==> src/rtl/core/masked_byte_expand_rows_macros.svh <==
// Assertion helpers for the byte expander.
`ifndef MASKED_BYTE_EXPAND_ROWS_MACROS_SVH
`define MASKED_BYTE_EXPAND_ROWS_MACROS_SVH

// Same-cycle implication, clocked on clk_i, off during reset.
`define MBER_ASSERT_IMPL(lbl, ante, cons) \
  lbl: assert property (@(posedge clk_i) disable iff (!rst_ni) (ante) |-> (cons)) \
    else $error("mber: check failed");

// Next-cycle implication, clocked on clk_i, off during reset.
`define MBER_ASSERT_NEXT(lbl, ante, cons) \
  lbl: assert property (@(posedge clk_i) disable iff (!rst_ni) (ante) |=> (cons)) \
    else $error("mber: check failed");

`endif

==> src/rtl/core/mber_pkg.sv <==
`timescale 1ns / 1ps

package mber_pkg;

  localparam int RowBytes    = 64;
  localparam int LaneNum     = 8;
  localparam int LaneBytes   = 8;
  localparam int CounterSpan = 64;

  typedef logic [RowBytes-1:0][7:0]  mber_window_t;
  typedef logic [LaneNum-1:0][3:0]   mber_lane_cnt_t;

  typedef struct packed {
    logic [LaneNum-1:0][5:0] lane_base;
    logic [6:0]              total;
  } mber_base_t;

  function automatic logic [3:0] popcnt8(input logic [7:0] v);
    logic [3:0] acc;
    acc = '0;
    for (int i = 0; i < 8; i++) begin
      acc = acc + 4'(v[i]);
    end
    return acc;
  endfunction

endpackage

==> src/rtl/core/mber_prefix.sv <==
`timescale 1ns / 1ps

module mber_prefix
  import mber_pkg::*;
(
  input  mber_lane_cnt_t lane_cnt_i,
  output mber_base_t     base_o
);

  logic [6:0] acc;

  always_comb begin
    acc    = '0;
    base_o = '0;
    for (int l = 0; l < LaneNum; l++) begin
      base_o.lane_base[l] = acc[5:0];
      acc = acc + 7'(lane_cnt_i[l]);
    end
    base_o.total = acc;
  end

endmodule

==> config.mk <==
export PLATFORM = sky130hd
export DESIGN_NAME = mber_prefix
export DESIGN_NICKNAME = d
export VERILOG_FILES = /design/src/rtl/core/masked_byte_expand_rows_macros.svh /design/src/rtl/core/mber_pkg.sv /design/src/rtl/core/mber_prefix.sv
export SDC_FILE = /design/constraint.sdc
export NUM_CORES = 1
export LEC_CHECK = 0
export CAP_MARGIN = 20
export CORE_ASPECT_RATIO = 0.75
export CORE_MARGIN = 4
export CORE_UTILIZATION = 40
export DETAILED_ROUTE_END_ITERATION = 7
export DONT_BUFFER_PORTS = 1
export PLACE_DENSITY = 0.51
export SYNTH_ARGS = -nofsm -noshare
export SYNTH_HDL_FRONTEND = slang
export SYNTH_SLANG_ARGS = --single-unit
==> constraint.sdc <==
create_clock -name vclk -period 7
set_clock_uncertainty 0.1 [all_clocks]
set_input_delay 0.35 -clock vclk [all_inputs]
set_output_delay 0.35 -clock vclk [all_outputs]
set_load 0.02 [all_outputs]
==> run_results.csv, run 1 <==
group,metric,value,unit
route,vias_per_cell,5.06,
layout,syn2layout_area_growth,8.22,%
worst_hold_path,min_to,"base_o[15]",
synth,yosysTopAreaCell,"ha_1",
sta,fin_tns_setup,0,ns
job,cap_violations,0,
route,ant_nets,0,
route,wl_per_cell,14.3,microns
global_routing,grt_pass1_vias,1073,
layout,drive_gt1_share,17.2,%
synth,ys_top_cells_by_count,"30 x ha_1, 23 x inv_1, 16 x xnor2_1",
global_routing,grt_max_degree,6,
sta,rsz0062_at_grt,"no",
setup_path,path_common_cell,"ha_1",
setup_path,crit_type,"input pin to output pin",
synth,yosys_warnings,0,
synth,netlist_area,1430,sq um
place,io_buffer_count,0,
synth,synth_area_leaders,"ha_1 26%, fa_1 9.8%, xnor2_1 9.8%",
sta,worst_slew_pin_slew,0.607,ns
place,hpwl,2920,microns
die,die_area,4610,sq um
setup_path,cp_slowest_stage_delay,0.48,ns
layout,n_antenna_cell,0,
route,drt_iter0_drc,27,
synth,synth_cell_types,33,
sta,maxClockFrequency,156,MHz
die,row_count,18,
die,ios,87,
route,vias,1083,
setup_path,critical-path-slowest-cell,"xor2_1",
setup_path,end_kind,"output pin",
sta,setup_viol,0,
setup_path,critPathBufInv,3,
sta,slew_viol_final,0,
worst_hold_path,hold_path.startpoint,"lane_cnt_i[2]",
global_routing,grt_pass1_wl,4930,microns
die,coreArea,3360,sq um
sta,post-route-period-util,91.4,%
worst_hold_path,whs_path_depth,0,
die,die_h,59.8,microns
synth,yosysTopAreaCellShare,26.2,%
synth,post-synth-top-count-cell,"ha_1",
synth,synthCells,166,
synth,ys_seq_area_share,0,%
setup_path,cp.required,6.55,ns
synth,syn_area_per_cell,8.62,sq um
setup_path,path_cells,"ha_1 > fa_1 > xor2_1 > ha_1 > xnor2_2 > ha_1 > a21oi_1 > nand2_1 > and2_1 > nor2_1 > ha_1 > inv_1 > xnor2_1 > ha_1 > xnor2_2 > ha_1 > xnor2_2 > ha_1 > a21oi_1 > inv_1 > a22oi_1 > mux2i_1 > xnor2_1 > buf_4",
setup_path,crit_family,"adder cells",
route,drt_pass1_iterations,4,
sta,finalHoldViolations,0,
route,drc,0,
place,place.gp.congestion,0.781,
global_routing,grt_overflow,0,
setup_path,startpoint_type,"input pin",
global_routing,grtUsageTotal,12.8,%
global_routing,antenna_found_initial,0,
clock_network,cts_hold_buf,0,
clock_network,post_cts_buffers,0,
die,start_util,42.7,%
setup_path,arrival,5.95,ns
clock_network,cts_resized,0,
worst_hold_path,hold_path_class,"input pin to output pin",
layout,seqCellArea,0,sq um
sta,whs,0.600,ns
route,finalWirelength,3070,microns
layout,nFlopsAndLatches,0,
sta,post-route-min-period,6.40,ns
layout,fin_nets,245,
setup_path,critPathMaxFanout,3,
run_status,status,"finished, final reports clean",
sta,relSlewSlack,59.2,%
layout,clockBufferCount,0,
die,die_x,77.1,microns
==> how the worst max path moves through the flow <==
stage	startpoint	endpoint	depth (start not counted)
2_1_floorplan	lane_cnt_i[0]	base_o[6]	23
3_3_place_gp	lane_cnt_i[0]	base_o[6]	24
3_5_place_dp	lane_cnt_i[0]	base_o[6]	24
4_1_cts	lane_cnt_i[0]	base_o[6]	24
5_1_grt	lane_cnt_i[0]	base_o[6]	24
6_report	lane_cnt_i[0]	base_o[6]	24
==> kinds of logic (layout without fill, tap and decap cells) <==
kind of cell | count (synthesis) | in the layout | share of synthesized area (%)
AO/OA/AOI/OAI | 33 | 33 | 15.2
other | 1 | 9 | 0.262
AND/OR/NAND/NOR | 32 | 32 | 12.0
multiplexers | 1 | 1 | 0.699
adder cells (fa/ha/maj) | 37 | 37 | 36.0
buffers and inverters | 36 | 36 | 12.8
XOR/XNOR | 26 | 26 | 23.0
==> per-layer routing <==
| metal | wire length (microns) | global-route usage (%) | vias up |
|---|---|---|---|
| met3 | 277 | 2.71 | 2 |
| met1 | 1400 | 17.4 | 483 |
| met5 | 0 | 0 | - |
| met2 | 1380 | 22.3 | 47 |
| li1 | - | - | 551 |
| met4 | 17 | 0.508 | 0 |
==> cells in the final DEF (no fill, tap or decap), types with 3 or more instances in the layout <==
master    count
ha_1         30
inv_1        23
buf_4        13
a21oi_1      11
xnor2_1      11
conb_1        9
xnor2_2       7
nor2b_1       7
fa_1          7
nand3_1       6
a21o_1        6
nor2_1        6
o21ai_0       5
nand2_1       4
xor2_1        3
nand2b_1      3
==> final cells by class <==
type | count | area (sq um)
inverter | 23 | 86.3
fill | 332 | 1810
multi-input combinational | 138 | 1320
tap | 40 | 50.0
timing repair buffer | 13 | 97.6
==> metrics by stage <==
| step | cells | setup slack (ns) | utilization (%) | area (sq um) |
|---|---|---|---|---|
| after global placement | 214 | 0.745 | 46.2 | 1550 |
| final | 214 | 0.604 | 46.2 | 1550 |
| after CTS | 214 | 0.533 | 46.2 | 1550 |
| after global routing | 214 | 0.206 | 46.2 | 1550 |
| after floorplan | 174 | 0.0777 | - | 1500 |
| after detailed placement | 214 | 0.537 | 46.2 | 1550 |
Power of run 1 is left out: the tool's default activity adds up to more than one toggle a clock period on the data nets, which glitch-free logic cannot reach.
==> inputs of run 2 (changes only) <==
Settings changed: GPL_TIMING_DRIVEN set to 0, PLACE_DENSITY 0.51 to unset, REMOVE_ABC_BUFFERS set to 1.
==> run 2 against run 1 <==
Compared with the run above: sequential share of layout area stayed put; worst setup slack worse by 0.26 ns; first-iteration DRC count is 26% higher; utilization is 0.71 points higher; global-route usage is 0.19 points higher; design area is 1.5% higher; critical path depth is 4 lower; final cell count is 6.1% lower; maximum frequency is 3.9% lower; via count is 4.3% lower; worst hold slack hardly changed; non-clock buffer count is 13 lower; critical path type unchanged; critical endpoint unchanged.
==> run_results.csv, run 2 (synthesis results as in run 1) <==
group,metric,value,unit
run_status,status,"finished, final reports clean",
sta,fin_tns_setup,0,ns
global_routing,grt_overflow,0,
die,row_count,18,
layout,fin_nets,232,
setup_path,path_cells,"ha_1 > fa_2 > inv_1 > fa_1 > xnor2_4 > ha_2 > xnor2_4 > ha_1 > xnor2_2 > ha_1 > xnor2_2 > ha_1 > a21oi_2 > xnor2_4 > ha_1 > a21oi_2 > inv_1 > a22oi_1 > mux2i_1 > xnor2_2",
layout,drive_gt1_share,16.8,%
setup_path,critical-path-slowest-cell,"fa_2",
route,drt_iter0_drc,34,
route,vias,1036,
global_routing,grt_pass1_wl,4930,microns
sta,worst_slew_pin_slew,0.601,ns
die,ios,87,
worst_hold_path,hold_path_class,"input pin to output pin",
route,highest_layer,"met3",
route,ant_nets,0,
sta,maxClockFrequency,150,MHz
place,hpwl,2830,microns
layout,syn2layout_area_growth,9.88,%
global_routing,grt_max_degree,6,
sta,post-route-period-util,95.1,%
die,die_area,4610,sq um
place,dpl_cell_area,1410,sq um
route,wl_met3,289,microns
layout,nFlopsAndLatches,0,
layout,layout_commonest_cell,"ha_1",
setup_path,startpoint_type,"input pin",
place,io_buffer_count,0,
layout,clockBufferCount,0,
layout,n_antenna_cell,0,
sta,slew_viol_final,0,
die,coreArea,3360,sq um
sta,finalHoldViolations,0,
route,vias_per_cell,5.15,
global_routing,grt_pass1_vias,999,
job,cap_violations,0,
sta,relSlewSlack,59.7,%
clock_network,cts_hold_buf,0,
route,drc,0,
route,wl_per_cell,15.8,microns
setup_path,cp.required,6.55,ns
die,die_x,77.1,microns
setup_path,cp-endpoint,"base_o[6]",
place,place.gp.congestion,0.762,
layout,multiInputGateArea,1440,sq um
die,die_h,59.8,microns
setup_path,end_kind,"output pin",
setup_path,cp_slowest_stage_delay,0.63,ns
setup_path,path_common_cell,"ha_1",
setup_path,startpoint,"lane_cnt_i[0]",
global_routing,antenna_found_initial,0,
layout,seqCellArea,0,sq um
route,wl_met1,1210,microns
setup_path,critPathMaxFanout,3,
route,drt_pass1_iterations,4,
layout,stdcell_area,1570,sq um
route,finalWirelength,3170,microns
die,start_util,42.7,%
sta,post-route-min-period,6.66,ns
layout,fillers,310,
setup_path,arrival,6.21,ns
global_routing,grtUsageTotal,13.0,%
clock_network,post_cts_buffers,0,
sta,setup_viol,0,
route,met2WireLength,1660,microns
layout,final_cell_mix,"29 x ha_1, 23 x inv_1, 9 x conb_1",
setup_path,crit_type,"input pin to output pin",
[run 2: cell count changes in the layout (fill, tap and decap cells not counted), sizes merged]
| cell | delta |
|---|---|
| buf | -13 |
[run 2: worst min path at each step]
stage | depth (start not counted) | to | startpoint
floorplan | 0 | base_o[13] | lane_cnt_i[0]
global placement | 0 | base_o[13] | lane_cnt_i[0]
global route | 0 | base_o[13] | lane_cnt_i[0]
CTS | 0 | base_o[13] | lane_cnt_i[0]
finish | 0 | base_o[13] | lane_cnt_i[0]
detailed placement | 0 | base_o[13] | lane_cnt_i[0]
[run 2: through the flow]
| step | setup WS [ns] | utilization (%) | instances | hold slack (ns) |
|---|---|---|---|---|
| floorplan | -0.488 | - | 161 | 0.600 |
| global placement | -1.13 | 42.1 | 201 | 0.600 |
| detailed placement | -1.19 | 42.1 | 201 | 0.600 |
| CTS | 0.00183 | 45.2 | 201 | 0.600 |
| global route | -0.00560 | 46.9 | 201 | 0.600 |
| finish | 0.343 | 46.9 | 201 | 0.600 |
[run 2: worst max-delay path: cells and delay by family]
kind,cells,cell delay [ns]
XOR/XNOR,6,1.75
multiplexers,1,0.13
AO/OA/AOI/OAI,3,0.68
adder cells (fa/ha/maj),8,3.10
buffers and inverters,2,0.18
[run 2: repair_timing]
item                                    CTS  global route
endpoints found under the setup margin    5             2
gates resized for setup                  13             9
pin swaps                                 0             3
[run 2: layout make-up]
class                      count  share of cell area [%]
tap                           40                    3.18
multi-input combinational    138                    91.3
inverter                      23                    5.49
[run 2: routing by layer]
metal | vias to the layer above | GRT usage (%)
met5 | - | 0
met1 | 478 | 15.4
met2 | 31 | 24.8
met3 | 0 | 4.22
li1 | 527 | -
met4 | 0 | 0
Power of run 2 is left out for the same reason.
==> inputs of run 3 (changes only) <==
Clock period 7 ns to 8.34 ns, I/O delays scaled along.
==> run 3 against run 2 <==
Compared with the run above: worst hold slack better by 0.13 ns; critical path depth grew 3; first-iteration DRC count increased by 32%; via count down 1.9%; sequential cell count stayed put; final cell count unchanged; design area is 8.7% lower.
==> run_results.csv, run 3 (synthesis results as in run 1) <==
group,metric,value,unit
setup_path,startpoint_type,"input pin",
route,ant_nets,0,
worst_hold_path,hold_path_class,"input pin to output pin",
layout,fin_nets,232,
die,start_util,42.7,%
route,drt_iter0_drc,45,
layout,final_cell_mix,"30 x ha_1, 23 x inv_1, 13 x xnor2_1",
route,wl_per_cell,15.1,microns
place,io_buffer_count,0,
layout,n_antenna_cell,0,
sta,post-route-min-period,7.72,ns
clock_network,cts_hold_buf,0,
layout,seqCellArea,0,sq um
route,vias,1016,
setup_path,cp_slowest_stage_delay,0.66,ns
die,coreArea,3360,sq um
route,drt_pass1_iterations,4,
setup_path,critical-path-slowest-cell,"fa_1",
global_routing,grtUsageTotal,12.2,%
layout,nFlopsAndLatches,0,
worst_hold_path,hold_path.startpoint,"lane_cnt_i[0]",
worst_hold_path,min_to,"base_o[13]",
place,place.gp.congestion,0.762,
route,vias_per_cell,5.05,
run_status,status,"finished, final reports clean",
worst_hold_path,whs_path_depth,0,
setup_path,arrival,7.20,ns
setup_path,end_kind,"output pin",
global_routing,antenna_found_initial,0,
layout,syn2layout_area_growth,0.350,%
sta,maxClockFrequency,130,MHz
sta,post-route-period-util,92.5,%
route,drc,0,
setup_path,crit_type,"input pin to output pin",
sta,rsz0062_at_grt,"no",
setup_path,critPathBufInv,3,
layout,layout_commonest_cell,"ha_1",
clock_network,post_cts_buffers,0,
die,die_h,59.8,microns
sta,relSlewSlack,59.7,%
layout,clockBufferCount,0,
global_routing,grt_pass1_vias,989,
sta,setup_viol,0,
layout,fillers,335,
die,ios,87,
sta,whs,0.734,ns
die,die_area,4610,sq um
sta,worst_slew_pin_slew,0.600,ns
die,row_count,18,
global_routing,grt_pass1_wl,4670,microns
global_routing,grt_max_degree,6,
global_routing,grt_overflow,0,
setup_path,path_common_cell,"ha_1",
setup_path,critPathMaxFanout,3,
sta,slew_viol_final,0,
sta,fin_tns_setup,0,ns
job,cap_violations,0,
layout,drive_gt1_share,9.32,%
setup_path,path_cells,"ha_1 > fa_1 > inv_1 > fa_1 > xnor2_2 > ha_1 > a21oi_1 > nand2_1 > and2_1 > nor2_1 > ha_1 > inv_1 > xnor2_1 > ha_1 > xnor2_2 > ha_1 > xnor2_1 > ha_1 > a21oi_1 > inv_1 > a22oi_1 > mux2i_1 > xnor2_1",
die,die_x,77.1,microns
setup_path,cp.required,7.82,ns
layout,stdcell_area,1440,sq um
sta,finalHoldViolations,0,
place,dpl_cell_area,1410,sq um
route,finalWirelength,3040,microns
setup_path,crit_family,"adder cells",
place,hpwl,2830,microns
-- run 3: layer usage --
metal,GRT usage (%),part of all wire (%),vias to the layer above
met4,0,0,0
met5,0,0,-
met3,4.22,9.5,0
met2,22.5,50,31
li1,-,-,527
met1,14.8,40,458
-- run 3: layout make-up --
type               count  area, sq um  share of cell area [%]
inverters             23         86.3                    6.01
well taps             40         50.0                    3.48
multi-input cells    138         1300                    90.5
-- run 3: how the worst max path moves through the flow --
stage	startpoint	endpoint	slack, ns	cells past startpoint
after floorplan	lane_cnt_i[0]	base_o[6]	0.72	21
after global placement	lane_cnt_i[0]	base_o[6]	0.08	21
after detailed placement	lane_cnt_i[0]	base_o[6]	0.01	21
after CTS	lane_cnt_i[0]	base_o[6]	0.11	23
after global routing	lane_cnt_i[0]	base_o[6]	0.18	23
final	lane_cnt_i[0]	base_o[6]	0.62	23
-- run 3: per-stage QoR --
step	util (%)	instances	worst slack, ns
2_1_floorplan	-	161	0.718
3_3_place_gp	42.1	201	0.0767
3_5_place_dp	42.1	201	0.0118
4_1_cts	42.4	201	0.111
5_1_grt	42.8	201	0.175
6_report	42.8	201	0.622
-- run 3: timing repair --
item	4_1_cts	5_1_grt
cloned	0	0
setup endpoints to repair	1	1
gates resized for setup	1	2
Power of run 3 is left out for the same reason.
